`src/rtl/lmst_pkg.sv`:
```
`timescale 1ns / 1ps
// ----------------------------------------------------------------------------
// Segment table package
// Shared types and codes for the sorted segment table and its compare unit.
// ----------------------------------------------------------------------------
package lmst_pkg;

  typedef enum logic [1:0] {
    ACT_REG  = 2'd0,
    ACT_DEL  = 2'd1,
    ACT_LOOK = 2'd2,
    ACT_OVQ  = 2'd3
  } act_t;

  typedef enum logic [2:0] {
    STS_OK        = 3'd0,
    STS_OVERLAP   = 3'd1,
    STS_FULL      = 3'd2,
    STS_NOT_FOUND = 3'd3,
    STS_EMPTY     = 3'd4
  } sts_t;

  typedef enum logic [2:0] {
    S_IDLE,
    S_SCAN,
    S_PREP,
    S_SHIFT,
    S_PUT
  } fsm_t;

  typedef struct packed {
    logic [31:0] base;
    logic [31:0] size;
    logic [3:0]  kind;
  } seg_entry_t;

  typedef struct packed {
    logic holds;
    logic overlap;
    logic ge_end;
    logic base_eq;
  } match_t;

endpackage

```
`src/rtl/lmst_match.sv`:
```
`timescale 1ns / 1ps
// ----------------------------------------------------------------------------
// Segment compare unit
// Compares one stored segment against the current key and range end.
// ----------------------------------------------------------------------------
module lmst_match (
  input  lmst_pkg::seg_entry_t ent,
  input  logic [31:0]          key,
  input  logic [32:0]          qe,
  output lmst_pkg::match_t     m
);
  import lmst_pkg::*;

  logic [32:0] ent_end;
  logic [32:0] base33;
  logic [32:0] key33;
  logic        key_below_end;

  assign base33        = {1'b0, ent.base};
  assign key33         = {1'b0, key};
  assign ent_end       = base33 + {1'b0, ent.size};
  assign key_below_end = key33 < ent_end;

  assign m.holds   = (ent.base <= key) && key_below_end;
  assign m.overlap = key_below_end && (qe > base33);
  assign m.ge_end  = base33 >= qe;
  assign m.base_eq = ent.base == key;

endmodule

```
`src/rtl/low_memory_segment_table_unit.sv`:
```
`timescale 1ns / 1ps
// ----------------------------------------------------------------------------
// Sorted segment table
// Holds non-overlapping half-open segments in base order; registers,
// deletes, looks up and checks ranges against them.
// ----------------------------------------------------------------------------
// Usage: drive the request ports and pulse start while busy is low; the
// request transfers at that edge. busy stays high until the result is
// produced. The result shows on the out_ ports for one cycle with out_valid
// high; it cannot be held off, so capture it in that cycle.
// Sequence: the request is taken, then the scan reads the stored entries in
// order through the entry memory and stops early on a hit. Register then,
// where entries must move, takes a setup step, moves each entry above the
// insert point up, and writes the new entry; delete moves each entry after
// the hit down. One request is in flight at a time; the entry memory has one
// read and one write port, which sets the one-entry-per-cycle pace.
// Reset empties the table and clears the reserved kind to zero; the entry
// memory itself is not cleared. The reserved kind is written on the cfg
// channel whenever cfg_valid is high; the user must write it only while
// no request is in flight, which the block itself does not enforce.
// ----------------------------------------------------------------------------
module low_memory_segment_table_unit #(
  parameter int unsigned MAX_SEGS    = 16,
  parameter int unsigned TOP_ADDRESS = 1048576
) (
  input  logic        clk,
  input  logic        rst_n,
  input  logic        start,
  output logic        busy,
  input  logic [1:0]  in_action,
  input  logic [31:0] in_seg_base,
  input  logic [31:0] in_seg_size,
  input  logic [3:0]  in_seg_kind,
  input  logic [31:0] in_probe_address,
  output logic        out_valid,
  output logic [2:0]  out_status,
  output logic        out_answer_flag,
  output logic [31:0] out_found_base,
  output logic [31:0] out_found_size,
  output logic [3:0]  out_found_kind,
  input  logic        cfg_valid,
  output logic        cfg_ready,
  input  logic [3:0]  cfg_reserved_kind_code
);
  import lmst_pkg::*;

  localparam int IDX_W = (MAX_SEGS > 1) ? $clog2(MAX_SEGS) : 1;
  localparam int CNT_W = $clog2(MAX_SEGS + 1);
  localparam logic [32:0] TOP33 = {1'b0, 32'(TOP_ADDRESS)};

  seg_entry_t mem [MAX_SEGS];
  seg_entry_t rd_data_r;
  seg_entry_t wr_data;
  logic       wr_en;
  logic [IDX_W-1:0] wr_addr;
  logic [IDX_W-1:0] rd_addr;

  fsm_t state_r, state_nxt;
  logic [IDX_W-1:0] idx_r, idx_nxt;
  logic [CNT_W-1:0] pos_r, pos_nxt;
  logic [CNT_W-1:0] count_r, count_nxt;
  act_t        act_r, act_nxt;
  logic [31:0] key_r, key_nxt;
  logic [31:0] size_r, size_nxt;
  logic [3:0]  kind_r, kind_nxt;
  logic [32:0] qe_r, qe_nxt;
  logic        below_top_r, below_top_nxt;
  logic [3:0]  reserved_r;

  logic        out_valid_r, out_valid_nxt;
  logic [2:0]  out_status_r, out_status_nxt;
  logic        out_flag_r, out_flag_nxt;
  logic [31:0] out_base_r, out_base_nxt;
  logic [31:0] out_size_r, out_size_nxt;
  logic [3:0]  out_kind_r, out_kind_nxt;

  match_t      m;
  logic [CNT_W-1:0] idx_ext;
  logic        accept;
  logic        cur_valid;
  logic        last;
  logic        term;
  logic        term_hit;
  logic        scan_end;
  logic        table_full;
  logic [CNT_W-1:0] pos_cur;
  logic [32:0] in_end;

  lmst_match u_match (
    .ent (rd_data_r),
    .key (key_r),
    .qe  (qe_r),
    .m   (m)
  );

  assign busy      = state_r != S_IDLE;
  assign accept    = start && !busy;
  assign cfg_ready = 1'b1;

  assign idx_ext    = CNT_W'(idx_r);
  assign cur_valid  = idx_ext < count_r;
  assign last       = (idx_ext + CNT_W'(1)) == count_r;
  assign table_full = count_r == CNT_W'(MAX_SEGS);
  assign in_end     = {1'b0, in_seg_base} + {1'b0, in_seg_size};

  always_comb begin
    case (act_r)
      ACT_REG:  term = m.overlap;
      ACT_DEL:  term = m.base_eq;
      ACT_LOOK: term = m.holds;
      ACT_OVQ:  term = !below_top_r || m.overlap;
      default:  term = 1'b0;
    endcase
  end

  assign term_hit = cur_valid && term;
  assign scan_end = !cur_valid || (!term && last);
  assign pos_cur  = (act_r == ACT_REG && cur_valid && pos_r == count_r && m.ge_end) ?
                    idx_ext : pos_r;

  always_ff @(posedge clk) begin
    if (wr_en) begin
      mem[wr_addr] <= wr_data;
    end
    rd_data_r <= mem[rd_addr];
  end

  always_comb begin
    state_nxt = state_r;
    case (state_r)
      S_IDLE: begin
        if (accept) begin
          state_nxt = S_SCAN;
        end
      end
      S_SCAN: begin
        if (term_hit) begin
          state_nxt = (act_r == ACT_DEL && !last) ? S_SHIFT : S_IDLE;
        end else if (scan_end) begin
          if (act_r == ACT_REG && !table_full) begin
            state_nxt = (pos_cur == count_r) ? S_PUT : S_PREP;
          end else begin
            state_nxt = S_IDLE;
          end
        end
      end
      S_PREP: state_nxt = S_SHIFT;
      S_SHIFT: begin
        if (act_r == ACT_REG) begin
          if (idx_ext == pos_r + CNT_W'(1)) begin
            state_nxt = S_PUT;
          end
        end else if (idx_ext + CNT_W'(2) == count_r) begin
          state_nxt = S_IDLE;
        end
      end
      S_PUT:   state_nxt = S_IDLE;
      default: state_nxt = S_IDLE;
    endcase
  end

  always_comb begin
    idx_nxt        = idx_r;
    pos_nxt        = pos_r;
    count_nxt      = count_r;
    act_nxt        = act_r;
    key_nxt        = key_r;
    size_nxt       = size_r;
    kind_nxt       = kind_r;
    qe_nxt         = qe_r;
    below_top_nxt  = below_top_r;
    out_valid_nxt  = 1'b0;
    out_status_nxt = out_status_r;
    out_flag_nxt   = out_flag_r;
    out_base_nxt   = out_base_r;
    out_size_nxt   = out_size_r;
    out_kind_nxt   = out_kind_r;
    wr_en          = 1'b0;
    wr_addr        = idx_r;
    wr_data        = rd_data_r;
    rd_addr        = '0;
    case (state_r)
      S_IDLE: begin
        if (accept) begin
          act_nxt       = act_t'(in_action);
          key_nxt       = (act_t'(in_action) == ACT_LOOK) ? in_probe_address : in_seg_base;
          size_nxt      = in_seg_size;
          kind_nxt      = in_seg_kind;
          qe_nxt        = (act_t'(in_action) == ACT_OVQ && in_end > TOP33) ? TOP33 : in_end;
          below_top_nxt = {1'b0, in_seg_base} < TOP33;
          idx_nxt       = '0;
          pos_nxt       = count_r;
        end
      end
      S_SCAN: begin
        rd_addr = idx_r + IDX_W'(1);
        idx_nxt = idx_r + IDX_W'(1);
        pos_nxt = pos_cur;
        if (term_hit || scan_end) begin
          out_status_nxt = STS_OK;
          out_flag_nxt   = 1'b0;
          out_base_nxt   = '0;
          out_size_nxt   = '0;
          out_kind_nxt   = '0;
        end
        if (term_hit) begin
          idx_nxt = idx_r;
          case (act_r)
            ACT_REG: begin
              out_valid_nxt  = 1'b1;
              out_status_nxt = STS_OVERLAP;
            end
            ACT_DEL: begin
              if (last) begin
                out_valid_nxt = 1'b1;
                count_nxt     = count_r - CNT_W'(1);
              end
            end
            ACT_LOOK: begin
              out_valid_nxt = 1'b1;
              out_flag_nxt  = 1'b1;
              out_base_nxt  = rd_data_r.base;
              out_size_nxt  = rd_data_r.size;
              out_kind_nxt  = rd_data_r.kind;
            end
            ACT_OVQ: begin
              out_valid_nxt = 1'b1;
              out_flag_nxt  = below_top_r;
            end
            default: out_valid_nxt = 1'b1;
          endcase
        end else if (scan_end) begin
          case (act_r)
            ACT_REG: begin
              if (table_full) begin
                out_valid_nxt  = 1'b1;
                out_status_nxt = STS_FULL;
              end
            end
            ACT_DEL: begin
              out_valid_nxt  = 1'b1;
              out_status_nxt = (count_r == '0) ? STS_EMPTY : STS_NOT_FOUND;
            end
            ACT_LOOK: begin
              out_valid_nxt  = 1'b1;
              out_status_nxt = STS_NOT_FOUND;
              out_kind_nxt   = reserved_r;
            end
            default: out_valid_nxt = 1'b1;
          endcase
        end
      end
      S_PREP: begin
        idx_nxt = IDX_W'(count_r);
        rd_addr = IDX_W'(count_r - CNT_W'(1));
      end
      S_SHIFT: begin
        wr_en   = 1'b1;
        wr_addr = idx_r;
        wr_data = rd_data_r;
        if (act_r == ACT_REG) begin
          rd_addr = idx_r - IDX_W'(2);
          idx_nxt = idx_r - IDX_W'(1);
        end else begin
          rd_addr = idx_r + IDX_W'(2);
          idx_nxt = idx_r + IDX_W'(1);
          if (idx_ext + CNT_W'(2) == count_r) begin
            out_valid_nxt = 1'b1;
            count_nxt     = count_r - CNT_W'(1);
          end
        end
      end
      S_PUT: begin
        wr_en          = 1'b1;
        wr_addr        = IDX_W'(pos_r);
        wr_data.base   = key_r;
        wr_data.size   = size_r;
        wr_data.kind   = kind_r;
        count_nxt      = count_r + CNT_W'(1);
        out_valid_nxt  = 1'b1;
        out_status_nxt = STS_OK;
        out_flag_nxt   = 1'b0;
        out_base_nxt   = '0;
        out_size_nxt   = '0;
        out_kind_nxt   = '0;
      end
      default: begin
        idx_nxt = idx_r;
      end
    endcase
  end

  always_ff @(posedge clk) begin
    if (!rst_n) begin
      state_r     <= S_IDLE;
      count_r     <= '0;
      out_valid_r <= 1'b0;
      reserved_r  <= '0;
    end else begin
      state_r     <= state_nxt;
      count_r     <= count_nxt;
      out_valid_r <= out_valid_nxt;
      if (cfg_valid && cfg_ready) begin
        reserved_r <= cfg_reserved_kind_code;
      end
    end
  end

  always_ff @(posedge clk) begin
    idx_r        <= idx_nxt;
    pos_r        <= pos_nxt;
    act_r        <= act_nxt;
    key_r        <= key_nxt;
    size_r       <= size_nxt;
    kind_r       <= kind_nxt;
    qe_r         <= qe_nxt;
    below_top_r  <= below_top_nxt;
    out_status_r <= out_status_nxt;
    out_flag_r   <= out_flag_nxt;
    out_base_r   <= out_base_nxt;
    out_size_r   <= out_size_nxt;
    out_kind_r   <= out_kind_nxt;
  end

  assign out_valid       = out_valid_r;
  assign out_status      = out_status_r;
  assign out_answer_flag = out_flag_r;
  assign out_found_base  = out_base_r;
  assign out_found_size  = out_size_r;
  assign out_found_kind  = out_kind_r;

endmodule
```
`config.mk`:
```
export PLATFORM = sky130hd
export DESIGN_NAME = low_memory_segment_table_unit
export DESIGN_NICKNAME = d
export VERILOG_FILES = /design/src/rtl/lmst_pkg.sv /design/src/rtl/lmst_match.sv /design/src/rtl/low_memory_segment_table_unit.sv
export SDC_FILE = /design/constraint.sdc
export NUM_CORES = 2
export LEC_CHECK = 0
export ABC_AREA = 1
export BUFFER_PORTS_ARGS = -buffer_cell sky130_fd_sc_hd__buf_2
export CAP_MARGIN = 10
export CORE_ASPECT_RATIO = 1.1
export CORE_UTILIZATION = 28
export CTS_CLUSTER_DIAMETER = 40
export CTS_CLUSTER_SIZE = 16
export DETAILED_ROUTE_END_ITERATION = 10
export PLACE_DENSITY = 0.38
export SYNTH_ARGS = -nofsm -noshare
export SYNTH_HDL_FRONTEND = slang
export SYNTH_SLANG_ARGS = --single-unit
```
`constraint.sdc`:
```
create_clock -name clk -period 6.5 [get_ports clk]
set_input_delay 0 -clock clk [delete_from_list [all_inputs] [get_ports clk]]
set_output_delay 0 -clock clk [all_outputs]
set_load 0.02 [all_outputs]
```
==> run_results.csv <==
group,metric,value,unit
clocking,cts_max_level,5,
clocking,cts_setup_buffers,0,
setup_path,critPathLaunchType,"register",
final_layout,area_delta_synth_final,25.6,%
place,hpwlAfterDp,136,mm
power,peakVddDrop,587,uV
drt,drtIter0Drc,3301,
global_routing,grt-ovfl-total,0,
timing,min_period,5.31,ns
floorplan,ioPinCount,185,
final_layout,finish.utilization,35.5,%
power,power_density,540,nW/um^2
timing,tns,0,ns
final_layout,drive_gt1_share,12.7,%
job,drv_cap,0,
setup_path,arrival,5.92,ns
clocking,path_clk_slew,0.05,ns
timing,relSlewSlack,28.1,%
synthesis,avgSynthCellArea,11.2,um^2
place,place_area,66000,um^2
place,preCtsSetupSlack,1.24,ns
global_routing,grt_pass1_wl,307,mm
clocking,cts_root_buf,"clkbuf_16",
floorplan,core-area,217000,um^2
synthesis,ys_ff_latch,1354,
synthesis,seq_area_frac_synth,65.1,%
setup_path,crit_type,"reg -> reg",
timing,setup_ws,1.19,ns
floorplan,die_y,492,um
synthesis,yosys.area.top_type_share,62.4,%
timing,min_period_over_period,81.7,%
floorplan,initial_core_util,28.2,%
drt,wl_per_cell,23.6,um
synthesis,ys_top_cells_by_area,"edfxtp_1 (62%), inv_1 (4.9%), nand2_1 (4.7%)",
timing,tightest_slew,1.07,ns
global_routing,grt_pass1_vias,42236,
floorplan,die-area,221000,um^2
final_layout,design_area,76900,um^2
outcome,status,"complete, no violations",
setup_path,critPathRequiredTime,7.10,ns
clocking,cts_tree,"done",
setup_path,critPathSlowestCell,"fa_1",
synthesis,ys.flop_type,"edfxtp_1",
synthesis,syn_area,61200,um^2
floorplan,die_w,448,um
power,finalPower,41.6,mW
timing,rsz0062_at_grt,"no",
final_layout,final_cell_mix,"edfxtp_1 (1273), inv_1 (791), nand2_1 (768), o21ai_0 (468), nand3_1 (460)",
setup_path,cp_slowest_stage_delay,0.42,ns
setup_path,critPathMaxFanout,49,
synthesis,synth.yosys.warnings,0,
synthesis,syn_inst,5486,
timing,slew_viol_final,0,
synthesis,synth_top_area_cell,"edfxtp_1",
place,io_buffers,183,
drt,vias,42808,
drt,drc,0,
synthesis,ys_async_sr_fraction,0,%
drt,vias_per_cell,4.70,
timing,setup_viol,0,
final_layout,nFillCells,21661,
hold_path,hold_path_class,"in -> reg",
power,leakage,29.7,nW
drt,dr.pass1.iters,5,
timing,clock_skew,0.0681,ns
clocking,cts.sink_count,1354,
global_routing,grt_max_degree,121,
clocking,cts.path.max_buffers,4,
floorplan,rows,179,
timing,hold_viol,0,
global_routing,grt_usage,19.3,%
drt,ant_nets,0,
timing,max_freq,0.188,GHz
clocking,worstSkewPairLatency,0.91,ns
final_layout,layout_commonest_cell,"edfxtp_1",
final_layout,final_nets,6289,
drt,wl,215,mm
synthesis,synth-edff-count,1273,
clocking,numCtsBuffers,274,
global_routing,antenna_found_initial,16,
synthesis,synth_nets,5771,
synthesis,synth_cell_types,59,
place,gp_routability_congestion,0.884,
setup_path,end_kind,"register",
## state kept, by name (all words and copies together) (netlist names), 2 cells and up
register / cells
pos_r: 5
mem: 1088
count_r: 5
out_found_base: 32
rd_data_r: 68
idx_r: 4
out_found_size: 32
size_r: 32
key_r: 32
qe_r: 33
state_r: 3
act_r: 2
out_found_kind: 4
kind_r: 4
out_status: 3
reserved_r: 4
## worst max-delay path: cells and delay by family (launching register included)
kind	cells	cell delay, ns
fa+ha+maj	3	0.95
compound gates	10	1.84
buf+inv	4	0.69
simple gates	11	0.96
flops	1	0.35
xor+xnor	1	0.15
## path summary, 6_finish.rpt
kind	startpoint	end	slack (ns)	cells after the start
setup reg to reg	rd_data_r[36]	out_found_base[3]	1.19	29
hold reg to reg	state_r[0]	state_r[0]	0.54	2
hold / removal	rst_n	state_r[2]	0.07	4
setup / recovery	rd_data_r[36]	out_found_base[3]	1.19	29
## stage by stage
stage | cells | hold WS [ns]
2_1_floorplan | 5486 | 0.0989
4_1_cts | 9091 | 0.00980
3_3_place_gp | 8411 | 0.185
6_report | 9099 | 0.0729
5_1_grt | 9093 | 0.0403
3_5_place_dp | 8412 | 0.187
## per-layer routing
metal / share of wire (%) / vias up / global-route usage [%]
met5: 0.0033 / - / 0
met4: 2.1 / 2 / 5.24
met3: 4.4 / 285 / 3.06
met2: 49 / 995 / 32.5
met1: 44 / 21053 / 25.5
li1: - / 20473 / -
## cells in the mapped netlist (9+ instances only)
cell	instances
xnor2_1	31
mux2i_1	44
o211ai_1	275
ha_1	172
inv_1	794
nand3_1	460
mux2_2	25
nor3_1	23
o21ai_1	21
edfxtp_1	1273
buf_4	19
dfxtp_1	81
a21oi_1	419
nand2_1	771
o21a_1	11
buf_1	16
a31oi_1	9
buf_2	92
xor2_1	39
nor2_1	165
clkbuf_1	136
o21ai_0	484
nand4_1	21
nand2_2	10
## layout make-up
type | count | area [um^2] | share of cell area [%]
tap | 2896 | 3620 | 4.71
antenna | 8 | 20.0 | 0.0260
sequential | 1354 | 39800 | 51.8
multi-input combinational | 3055 | 17300 | 22.5
clock buffer | 311 | 7170 | 9.33
inverter | 804 | 3030 | 3.93
timing repair buffer | 515 | 4360 | 5.67
clock inverter | 156 | 1570 | 2.04
## timing repair
| action | 4_1_cts | 5_1_grt |
|---|---|---|
| hold buffers | 212 | 0 |
| endpoints found under the hold margin | 167 | 0 |
| resized for setup | 0 | 0 |
## cell families after synthesis
logic type,synth area share (%)
xor+xnor,1.05
buf+inv,6.99
mux,1.18
compound gates,11.7
other cells,0.00613
flops,65.1
simple gates,10.4
fa+ha+maj,3.61
## report_power, final
group	internal (mW)	switching, mW
combinational	4.51	10.9
sequential	11.7	0.983
clock	8.92	4.54
(Power assumes the default switching activity.)
